## src/rtl/bqbp_pkg.sv

```systemverilog
// Shared types, constants and helper functions for the biquad band-pass cascade.
// Holds the fixed Q2.28 coefficient table and the saturation helpers.
// Depends on nothing.
package bqbp_pkg;

  localparam int SampleW = 12;
  localparam int FiltW   = 22;
  localparam int DlyW    = 40;
  localparam int FracW   = 16;
  localparam int CoefW   = 31;
  localparam int HalfW   = 20;
  localparam int OpW     = DlyW - HalfW + 1;
  localparam int MulW    = CoefW + OpW;
  localparam int PaccW   = 72;
  localparam int RndSh   = 28;
  localparam int RndW    = PaccW - RndSh;
  localparam int AccW    = 46;
  localparam int MaxSect = 8;
  localparam int StepW   = 4;

  typedef logic signed [DlyW-1:0]  dly_t;
  typedef logic signed [CoefW-1:0] coef_t;
  typedef logic signed [AccW-1:0]  acc_t;
  typedef logic signed [FiltW-1:0] filt_t;

  typedef enum logic [1:0] {
    StIdle,
    StRun,
    StFinish
  } state_e;

  typedef enum logic [2:0] {
    CoefB0,
    CoefB1,
    CoefB2,
    CoefA1,
    CoefA2
  } coef_sel_e;

  localparam coef_t CoefTab [MaxSect][5] = '{
    '{31'sd9936635,   31'sd19873270,   31'sd9936635,
      -31'sd114394435, 31'sd22253807},
    '{31'sd268435456, 31'sd536870912,  31'sd268435456,
      -31'sd152163503, 31'sd129838386},
    '{31'sd268435456, -31'sd536870912, 31'sd268435456,
      -31'sd530584935, 31'sd262192753},
    '{31'sd268435456, -31'sd536870912, 31'sd268435456,
      -31'sd534293338, 31'sd265900298},
    '{31'sd268435456, 31'sd0, 31'sd0, 31'sd0, 31'sd0},
    '{31'sd268435456, 31'sd0, 31'sd0, 31'sd0, 31'sd0},
    '{31'sd268435456, 31'sd0, 31'sd0, 31'sd0, 31'sd0},
    '{31'sd268435456, 31'sd0, 31'sd0, 31'sd0, 31'sd0}
  };

  function automatic coef_t coef_f(input logic [2:0] sect, input coef_sel_e sel);
    coef_t c;
    c = '0;
    unique case (sel)
      CoefB0:  c = CoefTab[sect][0];
      CoefB1:  c = CoefTab[sect][1];
      CoefB2:  c = CoefTab[sect][2];
      CoefA1:  c = CoefTab[sect][3];
      CoefA2:  c = CoefTab[sect][4];
      default: c = '0;
    endcase
    return c;
  endfunction

  function automatic dly_t sat_dly_f(input acc_t v);
    dly_t r;
    if (&v[AccW-1:DlyW-1] || ~|v[AccW-1:DlyW-1]) begin
      r = v[DlyW-1:0];
    end else if (v[AccW-1]) begin
      r = {1'b1, {(DlyW-1){1'b0}}};
    end else begin
      r = {1'b0, {(DlyW-1){1'b1}}};
    end
    return r;
  endfunction

  function automatic filt_t out_f(input dly_t v);
    logic signed [DlyW:0] t;
    filt_t r;
    t = {v[DlyW-1], v} + (DlyW+1)'(128);
    if (&t[DlyW:FiltW+7] || ~|t[DlyW:FiltW+7]) begin
      r = t[FiltW+7:8];
    end else if (t[DlyW]) begin
      r = {1'b1, {(FiltW-1){1'b0}}};
    end else begin
      r = {1'b0, {(FiltW-1){1'b1}}};
    end
    return r;
  endfunction

endpackage

```

## src/rtl/biquad_cascade_bandpass.sv

```systemverilog
// Top level of the biquad band-pass cascade: sequencer, shared multiplier and delay lines.
// Depends on bqbp_pkg for the coefficient table, types and saturation helpers.
//
//   Channel | Handshake                  | Payload
//   input   | in_valid_i / in_ready_o    | sample_i   (12 bit unsigned)
//   output  | out_valid_o / out_ready_i  | filtered_o (22 bit signed, 8 fraction bits)
//
// Each beat runs through the sections one after another, and the next beat is not taken
// before the last one has left the sequencer. Every product is formed by the single
// 31 x 21 bit multiplier, which handles it in two halves.
// Reset clears all section delays to zero and empties the output register.
// A new beat is taken as soon as the sequencer is idle, even while a result waits.
// A result stalled at the output holds the next finished beat back until it is taken.
module biquad_cascade_bandpass #(
  parameter int SECTIONS    = 4,
  parameter int SAMPLE_BITS = 12
) (
  input  logic                          clk_i,
  input  logic                          rst_ni,
  input  logic                          in_valid_i,
  output logic                          in_ready_o,
  input  logic [bqbp_pkg::SampleW-1:0]  sample_i,
  output logic                          out_valid_o,
  input  logic                          out_ready_i,
  output logic signed [bqbp_pkg::FiltW-1:0] filtered_o
);

  import bqbp_pkg::*;

  localparam int SecW = (SECTIONS > 1) ? $clog2(SECTIONS) : 1;
  localparam logic [SecW-1:0] SecLast = SecW'(SECTIONS - 1);
  localparam logic [SampleW-1:0] SampleMask =
    (SAMPLE_BITS >= SampleW) ? {SampleW{1'b1}} : SampleW'((1 << SAMPLE_BITS) - 1);
  localparam logic signed [PaccW-1:0] PaccRnd = PaccW'(1) <<< (RndSh - 1);

  localparam logic [StepW-1:0] StepA1Lo  = 4'd0;
  localparam logic [StepW-1:0] StepA1Hi  = 4'd1;
  localparam logic [StepW-1:0] StepA2Lo  = 4'd2;
  localparam logic [StepW-1:0] StepA2Hi  = 4'd3;
  localparam logic [StepW-1:0] StepB1Lo  = 4'd4;
  localparam logic [StepW-1:0] StepB1Hi  = 4'd5;
  localparam logic [StepW-1:0] StepB2Lo  = 4'd6;
  localparam logic [StepW-1:0] StepB2Hi  = 4'd7;
  localparam logic [StepW-1:0] StepB0Lo  = 4'd8;
  localparam logic [StepW-1:0] StepB0Hi  = 4'd9;
  localparam logic [StepW-1:0] StepLastY = 4'd10;
  localparam logic [StepW-1:0] StepShift = 4'd11;

  state_e state_q, state_d;
  logic [SecW-1:0]  sec_q, sec_d;
  logic [StepW-1:0] step_q, step_d;
  logic             out_valid_q, out_valid_d;
  filt_t            filtered_q;

  dly_t z1_q [SECTIONS];
  dly_t z2_q [SECTIONS];
  dly_t v_q;
  dly_t x_q;
  acc_t xacc_q;
  acc_t yacc_q;
  logic signed [MulW-1:0]  mul_q, mul_d;
  logic signed [PaccW-1:0] pacc_q;

  coef_sel_e               coef_sel;
  coef_t                   coef;
  dly_t                    mul_src;
  logic signed [OpW-1:0]   mul_op;
  logic signed [PaccW-1:0] psum;
  logic signed [RndW-1:0]  rnd;

  logic accept;
  logic load_out;
  logic x_add;
  logic y_add;

  assign accept      = in_valid_i && in_ready_o;
  assign in_ready_o  = (state_q == StIdle);
  assign out_valid_o = out_valid_q;
  assign filtered_o  = filtered_q;

  always_comb begin
    coef_sel = CoefB0;
    mul_src  = x_q;
    x_add    = 1'b0;
    y_add    = 1'b0;
    unique case (step_q)
      StepA1Lo, StepA1Hi: begin
        coef_sel = CoefA1;
        mul_src  = z1_q[0];
      end
      StepA2Lo, StepA2Hi: begin
        coef_sel = CoefA2;
        mul_src  = z2_q[0];
        x_add    = (step_q == StepA2Lo);
      end
      StepB1Lo, StepB1Hi: begin
        coef_sel = CoefB1;
        mul_src  = z1_q[0];
        x_add    = (step_q == StepB1Lo);
      end
      StepB2Lo, StepB2Hi: begin
        coef_sel = CoefB2;
        mul_src  = z2_q[0];
        y_add    = (step_q == StepB2Lo);
      end
      StepB0Lo, StepB0Hi: begin
        coef_sel = CoefB0;
        mul_src  = x_q;
        y_add    = (step_q == StepB0Lo);
      end
      StepLastY: begin
        y_add = 1'b1;
      end
      default: begin
        coef_sel = CoefB0;
      end
    endcase
  end

  assign coef   = coef_f(3'(sec_q), coef_sel);
  assign mul_op = step_q[0] ? {mul_src[DlyW-1], mul_src[DlyW-1:HalfW]}
                            : $signed({1'b0, mul_src[HalfW-1:0]});
  assign mul_d  = MulW'(coef) * MulW'(mul_op);
  assign psum   = pacc_q + (PaccW'(mul_q) <<< HalfW);
  assign rnd    = psum[PaccW-1:RndSh];

  always_comb begin
    state_d     = state_q;
    sec_d       = sec_q;
    step_d      = step_q;
    out_valid_d = out_valid_q;
    load_out    = 1'b0;
    if (out_valid_q && out_ready_i) begin
      out_valid_d = 1'b0;
    end
    unique case (state_q)
      StIdle: begin
        if (in_valid_i) begin
          state_d = StRun;
          sec_d   = '0;
          step_d  = StepA1Lo;
        end
      end
      StRun: begin
        if (step_q == StepShift) begin
          step_d = StepA1Lo;
          if (sec_q == SecLast) begin
            state_d = StFinish;
          end else begin
            sec_d = sec_q + SecW'(1);
          end
        end else begin
          step_d = step_q + StepW'(1);
        end
      end
      StFinish: begin
        if (!out_valid_q || out_ready_i) begin
          load_out    = 1'b1;
          out_valid_d = 1'b1;
          state_d     = StIdle;
        end
      end
      default: begin
        state_d = StIdle;
      end
    endcase
  end

  always_ff @(posedge clk_i or negedge rst_ni) begin
    if (!rst_ni) begin
      state_q     <= StIdle;
      sec_q       <= '0;
      step_q      <= '0;
      out_valid_q <= 1'b0;
    end else begin
      state_q     <= state_d;
      sec_q       <= sec_d;
      step_q      <= step_d;
      out_valid_q <= out_valid_d;
    end
  end

  always_ff @(posedge clk_i or negedge rst_ni) begin
    if (!rst_ni) begin
      for (int i = 0; i < SECTIONS; i++) begin
        z1_q[i] <= '0;
        z2_q[i] <= '0;
      end
    end else if (state_q == StRun && step_q == StepShift) begin
      for (int i = 0; i < SECTIONS - 1; i++) begin
        z1_q[i] <= z1_q[i+1];
        z2_q[i] <= z2_q[i+1];
      end
      z1_q[SECTIONS-1] <= x_q;
      z2_q[SECTIONS-1] <= z1_q[0];
    end
  end

  always_ff @(posedge clk_i) begin
    if (accept) begin
      v_q <= DlyW'({sample_i & SampleMask, {FracW{1'b0}}});
    end else if (state_q == StRun && step_q == StepShift) begin
      v_q <= sat_dly_f(yacc_q);
    end
    if (state_q == StRun) begin
      mul_q <= mul_d;
      if (step_q[0]) begin
        pacc_q <= PaccW'(mul_q) + PaccRnd;
      end
      if (step_q == StepA1Lo) begin
        xacc_q <= AccW'(v_q);
        yacc_q <= '0;
      end else if (x_add) begin
        xacc_q <= xacc_q - AccW'(rnd);
      end else if (y_add) begin
        yacc_q <= yacc_q + AccW'(rnd);
      end
      if (step_q == StepB1Hi) begin
        x_q <= sat_dly_f(xacc_q);
      end
    end
    if (load_out) begin
      filtered_q <= out_f(v_q);
    end
  end

endmodule

```

## config.mk

```make
export PLATFORM = sky130hd
export DESIGN_NAME = biquad_cascade_bandpass
export DESIGN_NICKNAME = d
export VERILOG_FILES = /design/src/rtl/bqbp_pkg.sv /design/src/rtl/biquad_cascade_bandpass.sv
export SDC_FILE = /design/constraint.sdc
export NUM_CORES = 2
export LEC_CHECK = 0
export BUFFER_PORTS_ARGS = -buffer_cell sky130_fd_sc_hd__buf_2
export CAP_MARGIN = 5
export CORE_UTILIZATION = 40
export DETAILED_ROUTE_END_ITERATION = 16
export HOLD_SLACK_MARGIN = 0.02
export PLACE_DENSITY_LB_ADDON = 0.15
export SYNTH_ARGS = -nofsm -noshare
export SYNTH_HDL_FRONTEND = slang
export SYNTH_SLANG_ARGS = --single-unit
```

## constraint.sdc

```tcl
create_clock -name clk_i -period 13.17 [get_ports clk_i]
set_clock_uncertainty 0.2 [all_clocks]
set_input_delay 2.634 -clock clk_i [delete_from_list [all_inputs] [get_ports clk_i]]
set_output_delay 2.634 -clock clk_i [all_outputs]
set_load 0.02 [all_outputs]
```

==> impl_metrics.json <==
{
  "netlist_area_sq_um": 54440,
  "path_common_cell": "fa_1",
  "setup_viol": 0,
  "finalCritPeriodShare_pct": 84.54,
  "cts_setup_buffers": 0,
  "synth_xor_area_share_pct": 3.590,
  "clockRootBuffer": "clkbuf_16",
  "hold_path.class": "reg -> reg",
  "grt_pass1_vias": 39410,
  "drcViolationCount": 0,
  "clk_pin_slew_ns": 0.06,
  "cts_tree": "yes",
  "crit_path_end_kind": "register",
  "wl_met3_mm": 8.345,
  "min_from": "v_q[0]$_SDFFE_PP0P_",
  "core-area_sq_um": 135300,
  "synth.net_count": 6396,
  "die_h_um": 370.9,
  "slowest_delay_ns": 0.70,
  "synth-compound-area-share_pct": 9.613,
  "fillers": 13050,
  "cp_top_family": "adder cells",
  "dr.pass1.iters": 6,
  "post_drt_wl_per_cell_um": 21.49,
  "r2r-start": "step_q[0]$_DFFE_PN0P_",
  "drive_above_1_share_pct": 11.33,
  "ios": 40,
  "hold_buffers": 0,
  "cts_buffers": 69,
  "htree_levels": 3,
  "synthFlopType": "dfrtp_1",
  "routabilityCongestion": 0.9246,
  "avgSynthCellArea_sq_um": 9.997,
  "relSlewSlack_pct": 11.83,
  "post-route-min-period_ns": 11.13,
  "drt_wl_total_mm": 155.7,
  "path_class": "reg -> reg",
  "synth.distinct_cells": 99,
  "place_hpwl_mm": 122.1,
  "wl_met2_mm": 71.98,
  "grt_use_total_pct": 23.23,
  "fmax_ghz": 0.08982,
  "grt_overflow": 0,
  "rsz0062_at_grt": "no",
  "grt_max_degree": 178,
  "maxUsedRoutingLayer": "met5",
  "cts_num_sinks": 608,
  "initialDrtViolationCount": 2808,
  "synthCells": 5446,
  "cts_resized": 0,
  "crit_start": "step_q[0]$_DFFE_PN0P_",
  "cap_violations": 0,
  "portBuffers": 39,
  "clock_latency_ns": 0.66,
  "async_flop_share_pct": 54.11,
  "row_count": 135,
  "vias_per_cell": 5.319,
  "synth_edf_count": 251,
  "ys_ff_latch": 608,
  "area_growth_syn_to_layout_pct": 8.469,
  "synthMuxAreaShare_pct": 7.138,
  "layout.nets": 6361,
  "status": "complete, no violations",
  "crit_path_top_delay_cell": "nand2_1",
  "via_count": 38530,
  "crit_fanout": 56,
  "grt_first_pass_wirelength_mm": 242.9,
  "dieArea_sq_um": 137600,
  "yosys_warnings": 0,
  "cp.arrival_ns": 11.30,
  "yosysSeqAreaShare_pct": 30.00,
  "path_buf_inv": 6,
  "final_cells": 7244,
  "synthSimpleGateAreaFrac_pct": 11.80,
  "hold_viol_final": 0,
  "startpoint_type": "register",
  "worst_pin_slew_ns": 1.318,
  "start_util_pct": 40.24,
  "grt_antenna_before_repair": 4,
  "dp.cells": 7121,
  "crit_required_ns": 13.33,
  "finalSetupTns_ns": 0,
  "clockBufferDepth": 3,
  "wl_met1_mm": 72.17,
  "synthAdderAreaFrac_pct": 30.43,
  "die_width_um": 370.9,
  "synth_top_family_by_area": "adder cells",
  "drv_slew": 0,
  "ant_nets": 0
}
==> through the flow <==
step	util (%)	setup slack [ns]	hold WS, ns	instance area (sq um)
floorplan	-	3.703	0.2249	54440
global placement	41.94	2.207	0.2364	56750
detailed placement	41.94	2.117	0.2455	56750
CTS	43.64	2.015	0.2604	59050
global route	43.64	1.514	0.2736	59050
finish	43.65	2.037	0.2580	59050
==> flip-flops by register name (all words and copies together), names as in the netlist <==
name and count:
filtered_o 22, mul_q 52, out_valid_o 1, pacc_q 33, sec_q 2, state_q 2, step_q 4, v_q 40
x_q 40, xacc_q 46, yacc_q 46, z1_q 160, z2_q 160
==> layout make-up <==
| cell class | instances | area (sq um) | area share, % |
|---|---|---|---|
| antenna | 1 | 2.502 | 0.004238 |
| sequential | 608 | 16330 | 27.66 |
| tap | 1781 | 2228 | 3.774 |
| timing repair buffer | 115 | 788.3 | 1.335 |
| clock inverter | 23 | 287.8 | 0.4873 |
| clock buffer | 99 | 2012 | 3.407 |
| inverter | 850 | 3191 | 5.403 |
| multi-input combinational | 3767 | 34210 | 57.93 |
==> kinds of logic (layout without fill, tap and decap cells) <==
group,count (synthesis),count (layout)
muxes,348,348
adders and majority gates,934,934
other,0,1
AOI/OAI and AO/OA,790,790
DFF,608,608
xor gates and xnor gates,220,220
buffers and inverters,1071,1087
and+or+nand+nor,1475,1475
==> cell usage after synthesis, types with 8 or more instances <==
library cell,count,share of area (%)
nand2_1,628,4.3
clkbuf_1,202,1.4
nand4_1,36,0.41
a21oi_1,197,1.8
dfxtp_1,28,1.0
and2_1,31,0.36
a22oi_1,35,0.48
o21ai_0,154,1.4
nand2b_1,26,0.30
dfrtp_1,329,15
buf_1,8,0.055
o21a_1,32,0.44
nor3_1,45,0.41
o31ai_1,10,0.14
inv_1,849,5.9
mux2_2,321,6.6
a31oi_1,29,0.33
xnor2_1,137,2.2
or3_1,12,0.14
and4_1,12,0.19
or2_2,12,0.14
o211ai_1,12,0.17
fa_1,650,24
a211o_1,13,0.21
a221oi_1,14,0.23
nand3_1,85,0.78
edfxtp_1,251,14
mux2i_1,26,0.48
and3_1,41,0.47
o21ai_1,20,0.18
xor2_1,81,1.3
a211oi_1,39,0.54
ha_1,284,6.5
buf_2,9,0.083
nor2_1,480,3.3
nor4_1,10,0.11
o21bai_1,27,0.37
a21o_1,127,1.8
nor2b_1,17,0.20
==> cell usage in the layout, fill, tap and decap left out, drive strengths merged, types with 27 or more instances in the layout <==
cell type and count:
inv 853, fa 650, nand2 628, nor2 480, dfrtp 329, mux2 322
ha 284, edfxtp 251, a21oi 200, o21ai 175, xnor2 137, a21o 128
buf 115, clkbuf 99, nand3 85, xor2 81, nor3 49, and3 42
a211oi 39, nand4 37, a22oi 36, and2 34, o21a 32, a31oi 29
dfxtp 28, o21bai 27
==> per-layer routing <==
| metal | GRT usage (%) | vias up |
|---|---|---|
| met3 | 3.236 | 165 |
| met4 | 4.954 | 2 |
| met5 | 0 | - |
| met2 | 36.85 | 957 |
| li1 | - | 17740 |
| met1 | 33.66 | 19670 |
==> worst min-delay path, stage by stage, from the launching register on <==
cell and delay (ns):
dfxtp_1 0.32, nand2_1 0.05, o21ai_0 0.05
==> path summary, 6_finish.rpt <==
check                                         to  slack [ns]  cells after the start
setup / recovery             mul_q[49]$_DFFE_PP_        2.04                     33
max in group asynchronous  z2_q[128]$_DFFE_PN0P_        8.68                      3
hold reg to reg              v_q[0]$_SDFFE_PP0P_        0.26                      2
setup reg to reg             mul_q[49]$_DFFE_PP_        2.04                     33
hold / removal               v_q[0]$_SDFFE_PP0P_        0.26                      2
min in group asynchronous  z2_q[104]$_DFFE_PN0P_        1.79                      1
Power is not shown: default switching activity piles up to over one toggle a cycle in this logic, so the estimate is an artifact.
